File: config.mk
export PLATFORM = sky130hd
export DESIGN_NAME = line_segment_rotate_translate_flat
export DESIGN_NICKNAME = d
export VERILOG_FILES = /design/src/rtl/lsrt_pkg.sv /design/src/rtl/lsrt_in_if.sv /design/src/rtl/lsrt_out_if.sv /design/src/rtl/line_segment_rotate_translate.sv /design/src/rtl/lsrt_ctrl.sv /design/src/rtl/lsrt_dp.sv /design/src/flat_wrapper.sv
export SDC_FILE = /design/constraint.sdc
export NUM_CORES = 2
export LEC_CHECK = 0
export BUFFER_PORTS_ARGS = -buffer_cell sky130_fd_sc_hd__buf_2
export CORE_UTILIZATION = 54
export CTS_CLUSTER_SIZE = 8
export DETAILED_ROUTE_END_ITERATION = 8
export PLACE_DENSITY = 0.67
export SLEW_MARGIN = 40
export SYNTH_ARGS = -nofsm -noshare
export SYNTH_HDL_FRONTEND = slang
export SYNTH_SLANG_ARGS = --single-unit
File: constraint.sdc
create_clock -name clk -period 23 [get_ports clk]
set_input_delay 1.15 -clock clk [delete_from_list [all_inputs] [get_ports clk]]
set_output_delay 1.15 -clock clk [all_outputs]
set_load 0.1 [all_outputs]
File: src/rtl/lsrt_pkg.sv
package lsrt_pkg;

  localparam int FIELD_W    = 24;
  localparam int ANGLE_W    = 17;
  localparam int CMD_W      = 2;
  localparam int STEP_W     = 5;
  localparam int ATAN_W     = 28;
  localparam int X_W        = 33;
  localparam int Z_W        = 32;
  localparam int CS_W       = 30;
  localparam int A_W        = 18;
  localparam int FRAC_SHIFT = 28;
  localparam int ANG_SHIFT  = 15;

  localparam logic signed [X_W-1:0] INV_GAIN_Q30 = 33'sd652032874;
  localparam logic signed [A_W-1:0] DEG360 = 18'sd46080;
  localparam logic signed [A_W-1:0] DEG180 = 18'sd23040;
  localparam logic signed [A_W-1:0] DEG90  = 18'sd11520;

  typedef enum logic [CMD_W-1:0] {
    CMD_LOAD   = 2'd0,
    CMD_SHIFT  = 2'd1,
    CMD_ROTATE = 2'd2
  } cmd_t;

  typedef enum logic [3:0] {
    S_IDLE,
    S_DECODE,
    S_ANGLE,
    S_CORDIC,
    S_ROUND,
    S_DIFF,
    S_MUL,
    S_ACC,
    S_WRITE,
    S_EMIT
  } state_t;

  typedef struct packed {
    logic [CMD_W-1:0]          cmd;
    logic signed [FIELD_W-1:0] start_x;
    logic signed [FIELD_W-1:0] start_y;
    logic signed [FIELD_W-1:0] end_x;
    logic signed [FIELD_W-1:0] end_y;
    logic signed [FIELD_W-1:0] shift_x;
    logic signed [FIELD_W-1:0] shift_y;
    logic signed [FIELD_W-1:0] center_x;
    logic signed [FIELD_W-1:0] center_y;
    logic signed [ANGLE_W-1:0] angle;
  } in_item_t;

  typedef struct packed {
    logic signed [FIELD_W-1:0] start_x;
    logic signed [FIELD_W-1:0] start_y;
    logic signed [FIELD_W-1:0] end_x;
    logic signed [FIELD_W-1:0] end_y;
    logic                      saturated;
  } out_item_t;

  typedef struct packed {
    logic              capture;
    logic              apply;
    logic              angle_init;
    logic              cordic_step;
    logic              round;
    logic              diff;
    logic              mul;
    logic              acc;
    logic              write;
    logic              emit;
    logic [STEP_W-1:0] step;
    logic [1:0]        term;
    logic              endpt;
  } ctl_cmd_t;

  typedef struct packed {
    logic is_rotate;
    logic out_busy;
  } ctl_sts_t;

  function automatic logic [ATAN_W-1:0] atan_q22(input logic [STEP_W-1:0] i);
    logic [ATAN_W-1:0] v;
    unique case (i)
      5'd0:    v = 28'd188743680;
      5'd1:    v = 28'd111421900;
      5'd2:    v = 28'd58872272;
      5'd3:    v = 28'd29884485;
      5'd4:    v = 28'd15000234;
      5'd5:    v = 28'd7507429;
      5'd6:    v = 28'd3754631;
      5'd7:    v = 28'd1877430;
      5'd8:    v = 28'd938729;
      5'd9:    v = 28'd469366;
      5'd10:   v = 28'd234683;
      5'd11:   v = 28'd117342;
      5'd12:   v = 28'd58671;
      5'd13:   v = 28'd29335;
      5'd14:   v = 28'd14668;
      5'd15:   v = 28'd7334;
      5'd16:   v = 28'd3667;
      5'd17:   v = 28'd1833;
      5'd18:   v = 28'd917;
      5'd19:   v = 28'd458;
      5'd20:   v = 28'd229;
      5'd21:   v = 28'd115;
      5'd22:   v = 28'd57;
      5'd23:   v = 28'd29;
      5'd24:   v = 28'd14;
      5'd25:   v = 28'd7;
      5'd26:   v = 28'd4;
      5'd27:   v = 28'd2;
      5'd28:   v = 28'd1;
      default: v = 28'd0;
    endcase
    return v;
  endfunction

endpackage

File: src/rtl/lsrt_in_if.sv
interface lsrt_in_if;
  import lsrt_pkg::*;

  logic                      valid;
  logic                      ready;
  logic [CMD_W-1:0]          cmd;
  logic signed [FIELD_W-1:0] start_x;
  logic signed [FIELD_W-1:0] start_y;
  logic signed [FIELD_W-1:0] end_x;
  logic signed [FIELD_W-1:0] end_y;
  logic signed [FIELD_W-1:0] shift_x;
  logic signed [FIELD_W-1:0] shift_y;
  logic signed [FIELD_W-1:0] center_x;
  logic signed [FIELD_W-1:0] center_y;
  logic signed [ANGLE_W-1:0] angle;

  modport source (
    output valid, cmd, start_x, start_y, end_x, end_y,
    output shift_x, shift_y, center_x, center_y, angle,
    input  ready
  );

  modport sink (
    input  valid, cmd, start_x, start_y, end_x, end_y,
    input  shift_x, shift_y, center_x, center_y, angle,
    output ready
  );
endinterface

File: src/rtl/lsrt_out_if.sv
interface lsrt_out_if;
  import lsrt_pkg::*;

  logic                      valid;
  logic                      ready;
  logic signed [FIELD_W-1:0] out_start_x;
  logic signed [FIELD_W-1:0] out_start_y;
  logic signed [FIELD_W-1:0] out_end_x;
  logic signed [FIELD_W-1:0] out_end_y;
  logic                      saturated;

  modport source (
    output valid, out_start_x, out_start_y, out_end_x, out_end_y, saturated,
    input  ready
  );

  modport sink (
    input  valid, out_start_x, out_start_y, out_end_x, out_end_y, saturated,
    output ready
  );
endinterface

File: src/rtl/line_segment_rotate_translate.sv
// Line segment holder: keeps two endpoints in signed Q15.8 and applies one
// request at a time.
// Input channel in_ch (valid/ready): cmd selects load endpoints, translate by
// shift_x/shift_y, or rotate about center_x/center_y by angle in 1/128 degree.
// Result channel out_ch (valid/ready): one result per request carrying the
// current endpoints and a saturated flag for any clamped coordinate.
// Load, translate and unknown commands go through S_DECODE and S_EMIT; rotate
// also runs S_ANGLE, one CORDIC step per cycle for sin/cos, S_ROUND, then eight
// products through one shared multiplier with a multiply and an accumulate
// state each, before S_EMIT. A new request is taken in the cycle after the
// result is loaded; the block takes no request while one is in progress.
// The result sits in an output register: a new request is accepted while it
// waits; if the receiver still stalls when the next result is ready, the block
// holds that result internally and takes no further request until it drains.
// Reset clears the endpoints to zero and drops any pending result.
module line_segment_rotate_translate #(
  parameter int COORD_WIDTH  = 24,
  parameter int CORDIC_STEPS = 16
) (
  input logic  clk,
  input logic  rst_n,
  lsrt_in_if.sink    in_ch,
  lsrt_out_if.source out_ch
);
  import lsrt_pkg::*;

  in_item_t  in_item;
  out_item_t out_item;
  ctl_cmd_t  ctl;
  ctl_sts_t  sts;
  logic      in_ready;
  logic      out_valid;

  assign in_item.cmd      = in_ch.cmd;
  assign in_item.start_x  = in_ch.start_x;
  assign in_item.start_y  = in_ch.start_y;
  assign in_item.end_x    = in_ch.end_x;
  assign in_item.end_y    = in_ch.end_y;
  assign in_item.shift_x  = in_ch.shift_x;
  assign in_item.shift_y  = in_ch.shift_y;
  assign in_item.center_x = in_ch.center_x;
  assign in_item.center_y = in_ch.center_y;
  assign in_item.angle    = in_ch.angle;

  lsrt_ctrl #(
    .CORDIC_STEPS(CORDIC_STEPS)
  ) u_ctrl (
    .clk     (clk),
    .rst_n   (rst_n),
    .in_valid(in_ch.valid),
    .in_ready(in_ready),
    .sts     (sts),
    .ctl     (ctl)
  );

  lsrt_dp #(
    .COORD_WIDTH(COORD_WIDTH)
  ) u_dp (
    .clk      (clk),
    .rst_n    (rst_n),
    .in_item  (in_item),
    .ctl      (ctl),
    .sts      (sts),
    .out_item (out_item),
    .out_valid(out_valid),
    .out_ready(out_ch.ready)
  );

  assign in_ch.ready        = in_ready;
  assign out_ch.valid       = out_valid;
  assign out_ch.out_start_x = out_item.start_x;
  assign out_ch.out_start_y = out_item.start_y;
  assign out_ch.out_end_x   = out_item.end_x;
  assign out_ch.out_end_y   = out_item.end_y;
  assign out_ch.saturated   = out_item.saturated;

endmodule

File: src/rtl/lsrt_ctrl.sv
module lsrt_ctrl #(
  parameter int CORDIC_STEPS = 16
) (
  input  logic               clk,
  input  logic               rst_n,
  input  logic               in_valid,
  output logic               in_ready,
  input  lsrt_pkg::ctl_sts_t sts,
  output lsrt_pkg::ctl_cmd_t ctl
);
  import lsrt_pkg::*;

  state_t            state_r, state_nxt;
  logic [STEP_W-1:0] step_r, step_nxt;
  logic [1:0]        term_r, term_nxt;
  logic              endpt_r, endpt_nxt;

  always_ff @(posedge clk) begin
    if (!rst_n) begin
      state_r <= S_IDLE;
      step_r  <= '0;
      term_r  <= '0;
      endpt_r <= 1'b0;
    end else begin
      state_r <= state_nxt;
      step_r  <= step_nxt;
      term_r  <= term_nxt;
      endpt_r <= endpt_nxt;
    end
  end

  always_comb begin
    state_nxt = state_r;
    step_nxt  = step_r;
    term_nxt  = term_r;
    endpt_nxt = endpt_r;
    ctl       = '0;
    ctl.step  = step_r;
    ctl.term  = term_r;
    ctl.endpt = endpt_r;
    in_ready  = 1'b0;
    unique case (state_r)
      S_IDLE: begin
        in_ready = 1'b1;
        if (in_valid) begin
          ctl.capture = 1'b1;
          state_nxt   = S_DECODE;
        end
      end
      S_DECODE: begin
        if (sts.is_rotate) begin
          state_nxt = S_ANGLE;
        end else begin
          ctl.apply = 1'b1;
          state_nxt = S_EMIT;
        end
      end
      S_ANGLE: begin
        ctl.angle_init = 1'b1;
        step_nxt       = '0;
        state_nxt      = S_CORDIC;
      end
      S_CORDIC: begin
        ctl.cordic_step = 1'b1;
        if (step_r == STEP_W'(CORDIC_STEPS - 1)) begin
          state_nxt = S_ROUND;
        end else begin
          step_nxt = step_r + 1'b1;
        end
      end
      S_ROUND: begin
        ctl.round = 1'b1;
        endpt_nxt = 1'b0;
        state_nxt = S_DIFF;
      end
      S_DIFF: begin
        ctl.diff  = 1'b1;
        term_nxt  = '0;
        state_nxt = S_MUL;
      end
      S_MUL: begin
        ctl.mul   = 1'b1;
        state_nxt = S_ACC;
      end
      S_ACC: begin
        ctl.acc = 1'b1;
        if (term_r == 2'd3) begin
          state_nxt = S_WRITE;
        end else begin
          term_nxt  = term_r + 1'b1;
          state_nxt = S_MUL;
        end
      end
      S_WRITE: begin
        ctl.write = 1'b1;
        if (endpt_r) begin
          state_nxt = S_EMIT;
        end else begin
          endpt_nxt = 1'b1;
          state_nxt = S_DIFF;
        end
      end
      S_EMIT: begin
        if (!sts.out_busy) begin
          ctl.emit  = 1'b1;
          state_nxt = S_IDLE;
        end
      end
      default: state_nxt = S_IDLE;
    endcase
  end

  a_step_range: assert property (@(posedge clk) disable iff (!rst_n)
    (state_r == S_CORDIC) |-> (step_r < STEP_W'(CORDIC_STEPS)))
    else $error("cordic step counter out of range");

  a_accept_decode: assert property (@(posedge clk) disable iff (!rst_n)
    (in_valid && in_ready) |=> (state_r == S_DECODE))
    else $error("accepted request not decoded");

  a_second_endpoint: assert property (@(posedge clk) disable iff (!rst_n)
    (state_r == S_WRITE && endpt_r) |=> (state_r == S_EMIT))
    else $error("rotation did not finish after second endpoint");

endmodule

File: src/rtl/lsrt_dp.sv
module lsrt_dp #(
  parameter int COORD_WIDTH = 24
) (
  input  logic                clk,
  input  logic                rst_n,
  input  lsrt_pkg::in_item_t  in_item,
  input  lsrt_pkg::ctl_cmd_t  ctl,
  output lsrt_pkg::ctl_sts_t  sts,
  output lsrt_pkg::out_item_t out_item,
  output logic                out_valid,
  input  logic                out_ready
);
  import lsrt_pkg::*;

  localparam int CW = COORD_WIDTH;
  localparam int EW = (CW > FIELD_W) ? CW : FIELD_W;
  localparam int DW = EW + 1;
  localparam int PW = DW + CS_W;
  localparam int AW = PW + 1;
  localparam int RW = AW - FRAC_SHIFT;
  localparam int SW = RW + 1;

  localparam logic signed [63:0] C_HI = (64'sd1 <<< (CW - 1)) - 64'sd1;
  localparam logic signed [63:0] C_LO = -C_HI - 64'sd1;
  localparam logic signed [AW-1:0] ACC_RND =
    {{(AW - FRAC_SHIFT){1'b0}}, 1'b1, {(FRAC_SHIFT - 1){1'b0}}};

  function automatic logic signed [CW-1:0] clamp(input logic signed [63:0] v);
    logic signed [63:0] r;
    r = v;
    if (v > C_HI) r = C_HI;
    if (v < C_LO) r = C_LO;
    return r[CW-1:0];
  endfunction

  function automatic logic over(input logic signed [63:0] v);
    return (v > C_HI) || (v < C_LO);
  endfunction

  function automatic logic signed [FIELD_W-1:0] to_field(input logic signed [CW-1:0] v);
    logic signed [63:0] w;
    w = 64'(v);
    return w[FIELD_W-1:0];
  endfunction

  in_item_t                item_r;
  logic signed [CW-1:0]    coord_r [4];
  logic                    flag_r;
  logic signed [X_W-1:0]   x_r, y_r;
  logic signed [Z_W-1:0]   z_r;
  logic                    neg_r;
  logic signed [CS_W-1:0]  c_r, s_r;
  logic signed [DW-1:0]    dx_r, dy_r;
  logic signed [PW-1:0]    prod_r;
  logic signed [AW-1:0]    accx_r, accy_r;
  out_item_t               out_r;
  logic                    out_valid_r;

  logic signed [FIELD_W-1:0] load_v  [4];
  logic signed [FIELD_W-1:0] shift_v [4];
  logic signed [CW-1:0]      ld_c    [4];
  logic signed [CW-1:0]      tr_c    [4];
  logic [3:0]                ld_o, tr_o;
  logic signed [EW:0]        tr_w;

  always_comb begin
    load_v[0]  = item_r.start_x;
    load_v[1]  = item_r.start_y;
    load_v[2]  = item_r.end_x;
    load_v[3]  = item_r.end_y;
    shift_v[0] = item_r.shift_x;
    shift_v[1] = item_r.shift_y;
    shift_v[2] = item_r.shift_x;
    shift_v[3] = item_r.shift_y;
    tr_w       = '0;
    for (int k = 0; k < 4; k++) begin
      ld_c[k] = clamp(64'(load_v[k]));
      ld_o[k] = over(64'(load_v[k]));
      tr_w    = (EW + 1)'(coord_r[k]) + (EW + 1)'(shift_v[k]);
      tr_c[k] = clamp(64'(tr_w));
      tr_o[k] = over(64'(tr_w));
    end
  end

  logic signed [A_W-1:0] a0, a1, a2, a3;
  logic                  fold_neg;
  logic signed [Z_W-1:0] z0;

  always_comb begin
    a0 = A_W'(item_r.angle);
    if (a0 >= DEG360) begin
      a1 = a0 - DEG360;
    end else if (a0 <= -DEG360) begin
      a1 = a0 + DEG360;
    end else begin
      a1 = a0;
    end
    if (a1 > DEG180) begin
      a2 = a1 - DEG360;
    end else if (a1 <= -DEG180) begin
      a2 = a1 + DEG360;
    end else begin
      a2 = a1;
    end
    fold_neg = 1'b0;
    if (a2 > DEG90) begin
      a3       = a2 - DEG180;
      fold_neg = 1'b1;
    end else if (a2 < -DEG90) begin
      a3       = a2 + DEG180;
      fold_neg = 1'b1;
    end else begin
      a3 = a2;
    end
    z0 = Z_W'(a3);
    z0 = z0 <<< ANG_SHIFT;
  end

  logic signed [X_W-1:0] xs, ys, x_n, y_n, xr, c_full, s_full;
  logic signed [Z_W-1:0] at, z_n;

  always_comb begin
    xs = x_r >>> ctl.step;
    ys = y_r >>> ctl.step;
    at = $signed(Z_W'(atan_q22(ctl.step)));
    if (z_r >= 0) begin
      x_n = x_r - ys;
      y_n = y_r + xs;
      z_n = z_r - at;
    end else begin
      x_n = x_r + ys;
      y_n = y_r - xs;
      z_n = z_r + at;
    end
    xr     = neg_r ? -x_r : x_r;
    c_full = (xr + X_W'(2)) >>> 2;
    xr     = neg_r ? -y_r : y_r;
    s_full = (xr + X_W'(2)) >>> 2;
  end

  logic signed [CW-1:0]   sel_x, sel_y;
  logic signed [DW-1:0]   op_a;
  logic signed [CS_W-1:0] op_b;
  logic signed [PW-1:0]   prod_w;
  logic signed [RW-1:0]   rx, ry;
  logic signed [SW-1:0]   sum_x, sum_y;
  logic signed [CW-1:0]   wr_x, wr_y;
  logic                   wr_ox, wr_oy;

  always_comb begin
    sel_x  = ctl.endpt ? coord_r[2] : coord_r[0];
    sel_y  = ctl.endpt ? coord_r[3] : coord_r[1];
    op_a   = (ctl.term == 2'd0 || ctl.term == 2'd2) ? dx_r : dy_r;
    op_b   = (ctl.term == 2'd0 || ctl.term == 2'd3) ? c_r : s_r;
    prod_w = op_a * op_b;
    rx     = $signed(accx_r[AW-1:FRAC_SHIFT]);
    ry     = $signed(accy_r[AW-1:FRAC_SHIFT]);
    sum_x  = SW'(rx) + SW'(item_r.center_x);
    sum_y  = SW'(ry) + SW'(item_r.center_y);
    wr_x   = clamp(64'(sum_x));
    wr_y   = clamp(64'(sum_y));
    wr_ox  = over(64'(sum_x));
    wr_oy  = over(64'(sum_y));
  end

  always_ff @(posedge clk) begin
    if (ctl.capture) begin
      item_r <= in_item;
    end
    if (ctl.angle_init) begin
      x_r   <= INV_GAIN_Q30;
      y_r   <= '0;
      z_r   <= z0;
      neg_r <= fold_neg;
    end
    if (ctl.cordic_step) begin
      x_r <= x_n;
      y_r <= y_n;
      z_r <= z_n;
    end
    if (ctl.round) begin
      c_r <= c_full[CS_W-1:0];
      s_r <= s_full[CS_W-1:0];
    end
    if (ctl.diff) begin
      dx_r   <= DW'(sel_x) - DW'(item_r.center_x);
      dy_r   <= DW'(sel_y) - DW'(item_r.center_y);
      accx_r <= ACC_RND;
      accy_r <= ACC_RND;
    end
    if (ctl.mul) begin
      prod_r <= prod_w;
    end
    if (ctl.acc) begin
      case (ctl.term)
        2'd0:    accx_r <= accx_r + AW'(prod_r);
        2'd1:    accx_r <= accx_r - AW'(prod_r);
        default: accy_r <= accy_r + AW'(prod_r);
      endcase
    end
    if (ctl.emit) begin
      out_r.start_x   <= to_field(coord_r[0]);
      out_r.start_y   <= to_field(coord_r[1]);
      out_r.end_x     <= to_field(coord_r[2]);
      out_r.end_y     <= to_field(coord_r[3]);
      out_r.saturated <= flag_r;
    end
  end

  always_ff @(posedge clk) begin
    if (!rst_n) begin
      coord_r     <= '{default: '0};
      flag_r      <= 1'b0;
      out_valid_r <= 1'b0;
    end else begin
      if (ctl.capture) begin
        flag_r <= 1'b0;
      end
      if (ctl.apply) begin
        case (item_r.cmd)
          CMD_LOAD: begin
            for (int k = 0; k < 4; k++) coord_r[k] <= ld_c[k];
            flag_r <= |ld_o;
          end
          CMD_SHIFT: begin
            for (int k = 0; k < 4; k++) coord_r[k] <= tr_c[k];
            flag_r <= |tr_o;
          end
          default: ;
        endcase
      end
      if (ctl.write) begin
        if (ctl.endpt) begin
          coord_r[2] <= wr_x;
          coord_r[3] <= wr_y;
        end else begin
          coord_r[0] <= wr_x;
          coord_r[1] <= wr_y;
        end
        flag_r <= flag_r | wr_ox | wr_oy;
      end
      if (ctl.emit) begin
        out_valid_r <= 1'b1;
      end else if (out_ready) begin
        out_valid_r <= 1'b0;
      end
    end
  end

  assign sts.is_rotate = (item_r.cmd == CMD_ROTATE);
  assign sts.out_busy  = out_valid_r && !out_ready;
  assign out_item      = out_r;
  assign out_valid     = out_valid_r;

  a_emit_valid: assert property (@(posedge clk) disable iff (!rst_n)
    ctl.emit |=> out_valid)
    else $error("emitted result not presented");

endmodule
File: src/flat_wrapper.sv
// flat-port wrapper written by rule: the top's interface ports become plain ports
module line_segment_rotate_translate_flat import lsrt_pkg::*;
#(
  parameter int COORD_WIDTH  = 24,
  parameter int CORDIC_STEPS = 16
)
  (clk, rst_n, in_ch_valid, in_ch_cmd, in_ch_start_x, in_ch_start_y, in_ch_end_x, in_ch_end_y, in_ch_shift_x, in_ch_shift_y, in_ch_center_x, in_ch_center_y, in_ch_angle, in_ch_ready, out_ch_valid, out_ch_out_start_x, out_ch_out_start_y, out_ch_out_end_x, out_ch_out_end_y, out_ch_saturated, out_ch_ready);
  lsrt_in_if in_ch_i ();
  lsrt_out_if out_ch_i ();
  input logic clk;
  input logic rst_n;
  input wire logic [$bits(in_ch_i.valid)-1:0] in_ch_valid;
  input wire logic [$bits(in_ch_i.cmd)-1:0] in_ch_cmd;
  input wire logic [$bits(in_ch_i.start_x)-1:0] in_ch_start_x;
  input wire logic [$bits(in_ch_i.start_y)-1:0] in_ch_start_y;
  input wire logic [$bits(in_ch_i.end_x)-1:0] in_ch_end_x;
  input wire logic [$bits(in_ch_i.end_y)-1:0] in_ch_end_y;
  input wire logic [$bits(in_ch_i.shift_x)-1:0] in_ch_shift_x;
  input wire logic [$bits(in_ch_i.shift_y)-1:0] in_ch_shift_y;
  input wire logic [$bits(in_ch_i.center_x)-1:0] in_ch_center_x;
  input wire logic [$bits(in_ch_i.center_y)-1:0] in_ch_center_y;
  input wire logic [$bits(in_ch_i.angle)-1:0] in_ch_angle;
  output wire logic [$bits(in_ch_i.ready)-1:0] in_ch_ready;
  output wire logic [$bits(out_ch_i.valid)-1:0] out_ch_valid;
  output wire logic [$bits(out_ch_i.out_start_x)-1:0] out_ch_out_start_x;
  output wire logic [$bits(out_ch_i.out_start_y)-1:0] out_ch_out_start_y;
  output wire logic [$bits(out_ch_i.out_end_x)-1:0] out_ch_out_end_x;
  output wire logic [$bits(out_ch_i.out_end_y)-1:0] out_ch_out_end_y;
  output wire logic [$bits(out_ch_i.saturated)-1:0] out_ch_saturated;
  input wire logic [$bits(out_ch_i.ready)-1:0] out_ch_ready;
  assign in_ch_i.valid = in_ch_valid;
  assign in_ch_i.cmd = in_ch_cmd;
  assign in_ch_i.start_x = in_ch_start_x;
  assign in_ch_i.start_y = in_ch_start_y;
  assign in_ch_i.end_x = in_ch_end_x;
  assign in_ch_i.end_y = in_ch_end_y;
  assign in_ch_i.shift_x = in_ch_shift_x;
  assign in_ch_i.shift_y = in_ch_shift_y;
  assign in_ch_i.center_x = in_ch_center_x;
  assign in_ch_i.center_y = in_ch_center_y;
  assign in_ch_i.angle = in_ch_angle;
  assign in_ch_ready = in_ch_i.ready;
  assign out_ch_valid = out_ch_i.valid;
  assign out_ch_out_start_x = out_ch_i.out_start_x;
  assign out_ch_out_start_y = out_ch_i.out_start_y;
  assign out_ch_out_end_x = out_ch_i.out_end_x;
  assign out_ch_out_end_y = out_ch_i.out_end_y;
  assign out_ch_saturated = out_ch_i.saturated;
  assign out_ch_i.ready = out_ch_ready;
  line_segment_rotate_translate #(.COORD_WIDTH(COORD_WIDTH), .CORDIC_STEPS(CORDIC_STEPS)) u_core (.clk(clk), .rst_n(rst_n), .in_ch(in_ch_i), .out_ch(out_ch_i));
endmodule
==> results.sh <==
export IMPL_status="complete, no violations"
export IMPL_cpMostUsedCell="fa_1"
export IMPL_yosysMostFrequentCell="inv_1"
export IMPL_row_count=145
export IMPL_ys_seq_area_share_pct=25.9
export IMPL_wire_per_inst_um=24.0
export IMPL_required_ns=23.46
export IMPL_crit_path_start_kind="flip-flop"
export IMPL_synth_area_leader_cell="edfxtp_1"
export IMPL_finalMaxSlewViolations=0
export IMPL_clkSinkCount=822
export IMPL_clockBufferDepth=3
export IMPL_firstDrtPassIters=9
export IMPL_cts_htree_levels=3
export IMPL_cts_root_buf="clkbuf_16"
export IMPL_finalHoldViolations=0
export IMPL_critical_path_top_delay_family="adder cells"
export IMPL_critical_path_buf_inv_count=7
export IMPL_synth_top_area_share_pct=20.1
export IMPL_drc=0
export IMPL_num_vias=71282
export IMPL_max_freq_mhz=99.0
export IMPL_viasPerCell=6.21
export IMPL_synthCells=9169
export IMPL_hp_class="reg2reg"
export IMPL_postCtsHoldBufs=0
export IMPL_rsz0062_at_grt="false"
export IMPL_synthArstFlopShare_pct=0
export IMPL_drive_above_1_share_pct=9.86
export IMPL_ys_warn_count=0
export IMPL_ant_nets=0
export IMPL_wl_mm=276
export IMPL_synth_cell_types=112
export IMPL_numCtsBuffers=115
export IMPL_synth_edff_count=572
export IMPL_fin_worst_skew_ns=0.0905
export IMPL_synth_avg_cell_area_um2=9.34
export IMPL_synthesis_nets=10763
export IMPL_hpwl_mm=215
export IMPL_path_max_fanout=41
export IMPL_synthTopCellsByCount="inv_1, nor2_1, nand2_1"
export IMPL_setup_viol=0
export IMPL_start_util_pct=54.6
export IMPL_cp_slowest_stage_delay_ns=0.94
export IMPL_cts_resized=0
export IMPL_synthFlopType="edfxtp_1"
export IMPL_worst_setup_path_type="reg2reg"
export IMPL_clock_latency_ns=0.78
export IMPL_maxSlewHeadroom_pct=39.5
export IMPL_clk_pin_slew_ns=0.05
export IMPL_grt_pass1_vias=69889
export IMPL_fin_tns_setup_ns=0
export IMPL_grt_overflow=0
export IMPL_gr_usage_all_layers_pct=34.0
export IMPL_finalNetCount=10912
export IMPL_crit_path_top_delay_cell="fa_1"
export IMPL_ios=314
export IMPL_portBuffers=313
export IMPL_arrival_ns=10.56
export IMPL_cap_violations=0
export IMPL_synth_area_um2=85600
export IMPL_crit_path_end_kind="flip-flop"
export IMPL_core_region_area_um2=157000
export IMPL_die_w_um=400
export IMPL_layout_min_cycle_time_ns=10.10
export IMPL_grt_pass1_wl_mm=420
export IMPL_ys_ff_latch=822
export IMPL_cts_setup_buffers=0
export IMPL_first_iter_violations=6857
export IMPL_grt_max_degree=159
export IMPL_synth_area_top_cells="edfxtp_1, fa_1, ha_1, dfxtp_1, inv_1"
export IMPL_gp_congestion=0.986
export IMPL_tritoncts="yes"
export IMPL_die_height_um=400
export IMPL_antenna_found_initial=17
export IMPL_fin_crit_sh_pct=43.9
export IMPL_design_die_area_um2=160000
export IMPL_area_delta_synth_final_pct=8.54
export IMPL_worst_slew_pin_slew_ns=0.908
stage by stage:
stage	cell area (um2)	hold slack (ns)	util, %	setup WS [ns]	cells
detailed placement	89400	0.448	57.0	12.94	11257
floorplan	85600	0.433	-	6.67	9169
CTS	92900	0.455	59.2	12.92	11471
finish	93000	0.452	59.3	12.90	11483
global route	93000	0.477	59.3	12.40	11480
global placement	89300	0.441	56.9	13.10	11255
final timing paths:
path                      startpoint                      to  slack [ns]  cells after the start
min reg2reg    u_core.u_dp.accy_r[8]   u_core.u_dp.accy_r[8]        0.45                      2
max          u_core.u_ctrl.term_r[0]  u_core.u_dp.prod_r[54]       12.90                     30
max reg2reg  u_core.u_ctrl.term_r[0]  u_core.u_dp.prod_r[54]       12.90                     30
min            u_core.u_dp.accy_r[8]   u_core.u_dp.accy_r[8]        0.45                      2
placed cells by master (no fill, tap or decap), types with 29 or more instances in the layout:
cell type | Yosys | layout
mux4_2 | 96 | 96
a31oi_1 | 76 | 75
o21bai_1 | 55 | 55
nand2b_1 | 72 | 72
a21oi_1 | 487 | 486
buf_2 | 14 | 313
a211o_1 | 30 | 30
a21o_1 | 195 | 195
o22ai_1 | 29 | 29
buf_4 | 3 | 102
nand3_1 | 205 | 205
fa_1 | 786 | 785
nor2b_1 | 64 | 64
xnor2_1 | 413 | 413
clkbuf_1 | 331 | 85
and2_1 | 49 | 50
or3_1 | 61 | 61
mux2i_1 | 84 | 60
o21ai_0 | 467 | 465
nand4_1 | 49 | 49
xor2_1 | 247 | 247
nor3_1 | 207 | 204
mux2_2 | 119 | 119
ha_1 | 593 | 591
and3_1 | 76 | 74
a211oi_1 | 63 | 62
or2_2 | 38 | 36
a221o_1 | 38 | 38
o21a_1 | 69 | 68
dfxtp_1 | 250 | 246
o211ai_1 | 36 | 36
o31ai_1 | 60 | 60
a221oi_1 | 58 | 58
clkbuf_16 | 0 | 115
nand2_1 | 844 | 843
nor4_1 | 36 | 34
edfxtp_1 | 572 | 572
nor2_1 | 850 | 844
inv_1 | 1012 | 1009
tightest hold or removal path, cell delays in order, from the launching register on:
cell	delay, ns
dfxtp_1	0.31
nand3_1	0.06
nand2_1	0.04
cells by family after synthesis:
kind of cell | after synthesis | share of synthesized area [%]
muxes | 300 | 5.09
and+or+nand+nor | 2661 | 14.1
buffers and inverters | 1410 | 6.30
xor gates and xnor gates | 661 | 6.77
DFF | 822 | 25.9
adders and majority gates | 1380 | 27.0
AOI/OAI and AO/OA | 1935 | 14.8
state kept, by name, indices dropped and copies added, names as in the netlist, 2 cells and up:
| name | flops |
|---|---|
| u_core.u_dp.accy_r | 56 |
| u_core.u_dp.prod_r | 55 |
| u_core.u_dp.x_r | 33 |
| u_core.u_dp.accx_r | 56 |
| u_core.u_dp.a0 | 17 |
| u_core.u_dp.dx_r | 25 |
| u_core.u_dp.item_r | 194 |
| u_core.u_dp.z_r | 32 |
| u_core.u_dp.out_item | 97 |
| u_core.u_dp.y_r | 33 |
| u_core.u_dp.coord_r | 96 |
| u_core.u_ctrl.state_r | 4 |
| u_core.u_ctrl.step_r | 5 |
| u_core.u_dp.s_r | 30 |
| u_core.u_dp.c_r | 30 |
| u_core.u_dp.dy_r | 25 |
| u_core.u_ctrl.term_r | 2 |
| u_core.u_dp.at | 28 |
area by class of cell:
type | count | area [um2]
Multi-Input combinational cell | 6937 | 58400
Tap cell | 2058 | 2570
Fill cell | 13814 | 63800
Antenna cell | 10 | 25.0
Clock inverter | 10 | 214
Inverter | 1016 | 3810
Sequential cell | 822 | 22200
Clock buffer | 204 | 3250
Timing Repair Buffer | 426 | 2490
routing by layer:
layer  part of all wire (%)  up-vias  global-route usage (%)
li1                       -    32138                       -
met1                     41    35330                    46.4
met2                     46     3122                    54.0
met3                    8.1      682                    5.49
met4                    4.6       10                    14.1
met5                  0.028        -                       0
Power is left out: the tool's default activity adds up to more than one toggle a clock period on the data nets, which glitch-free logic cannot reach.
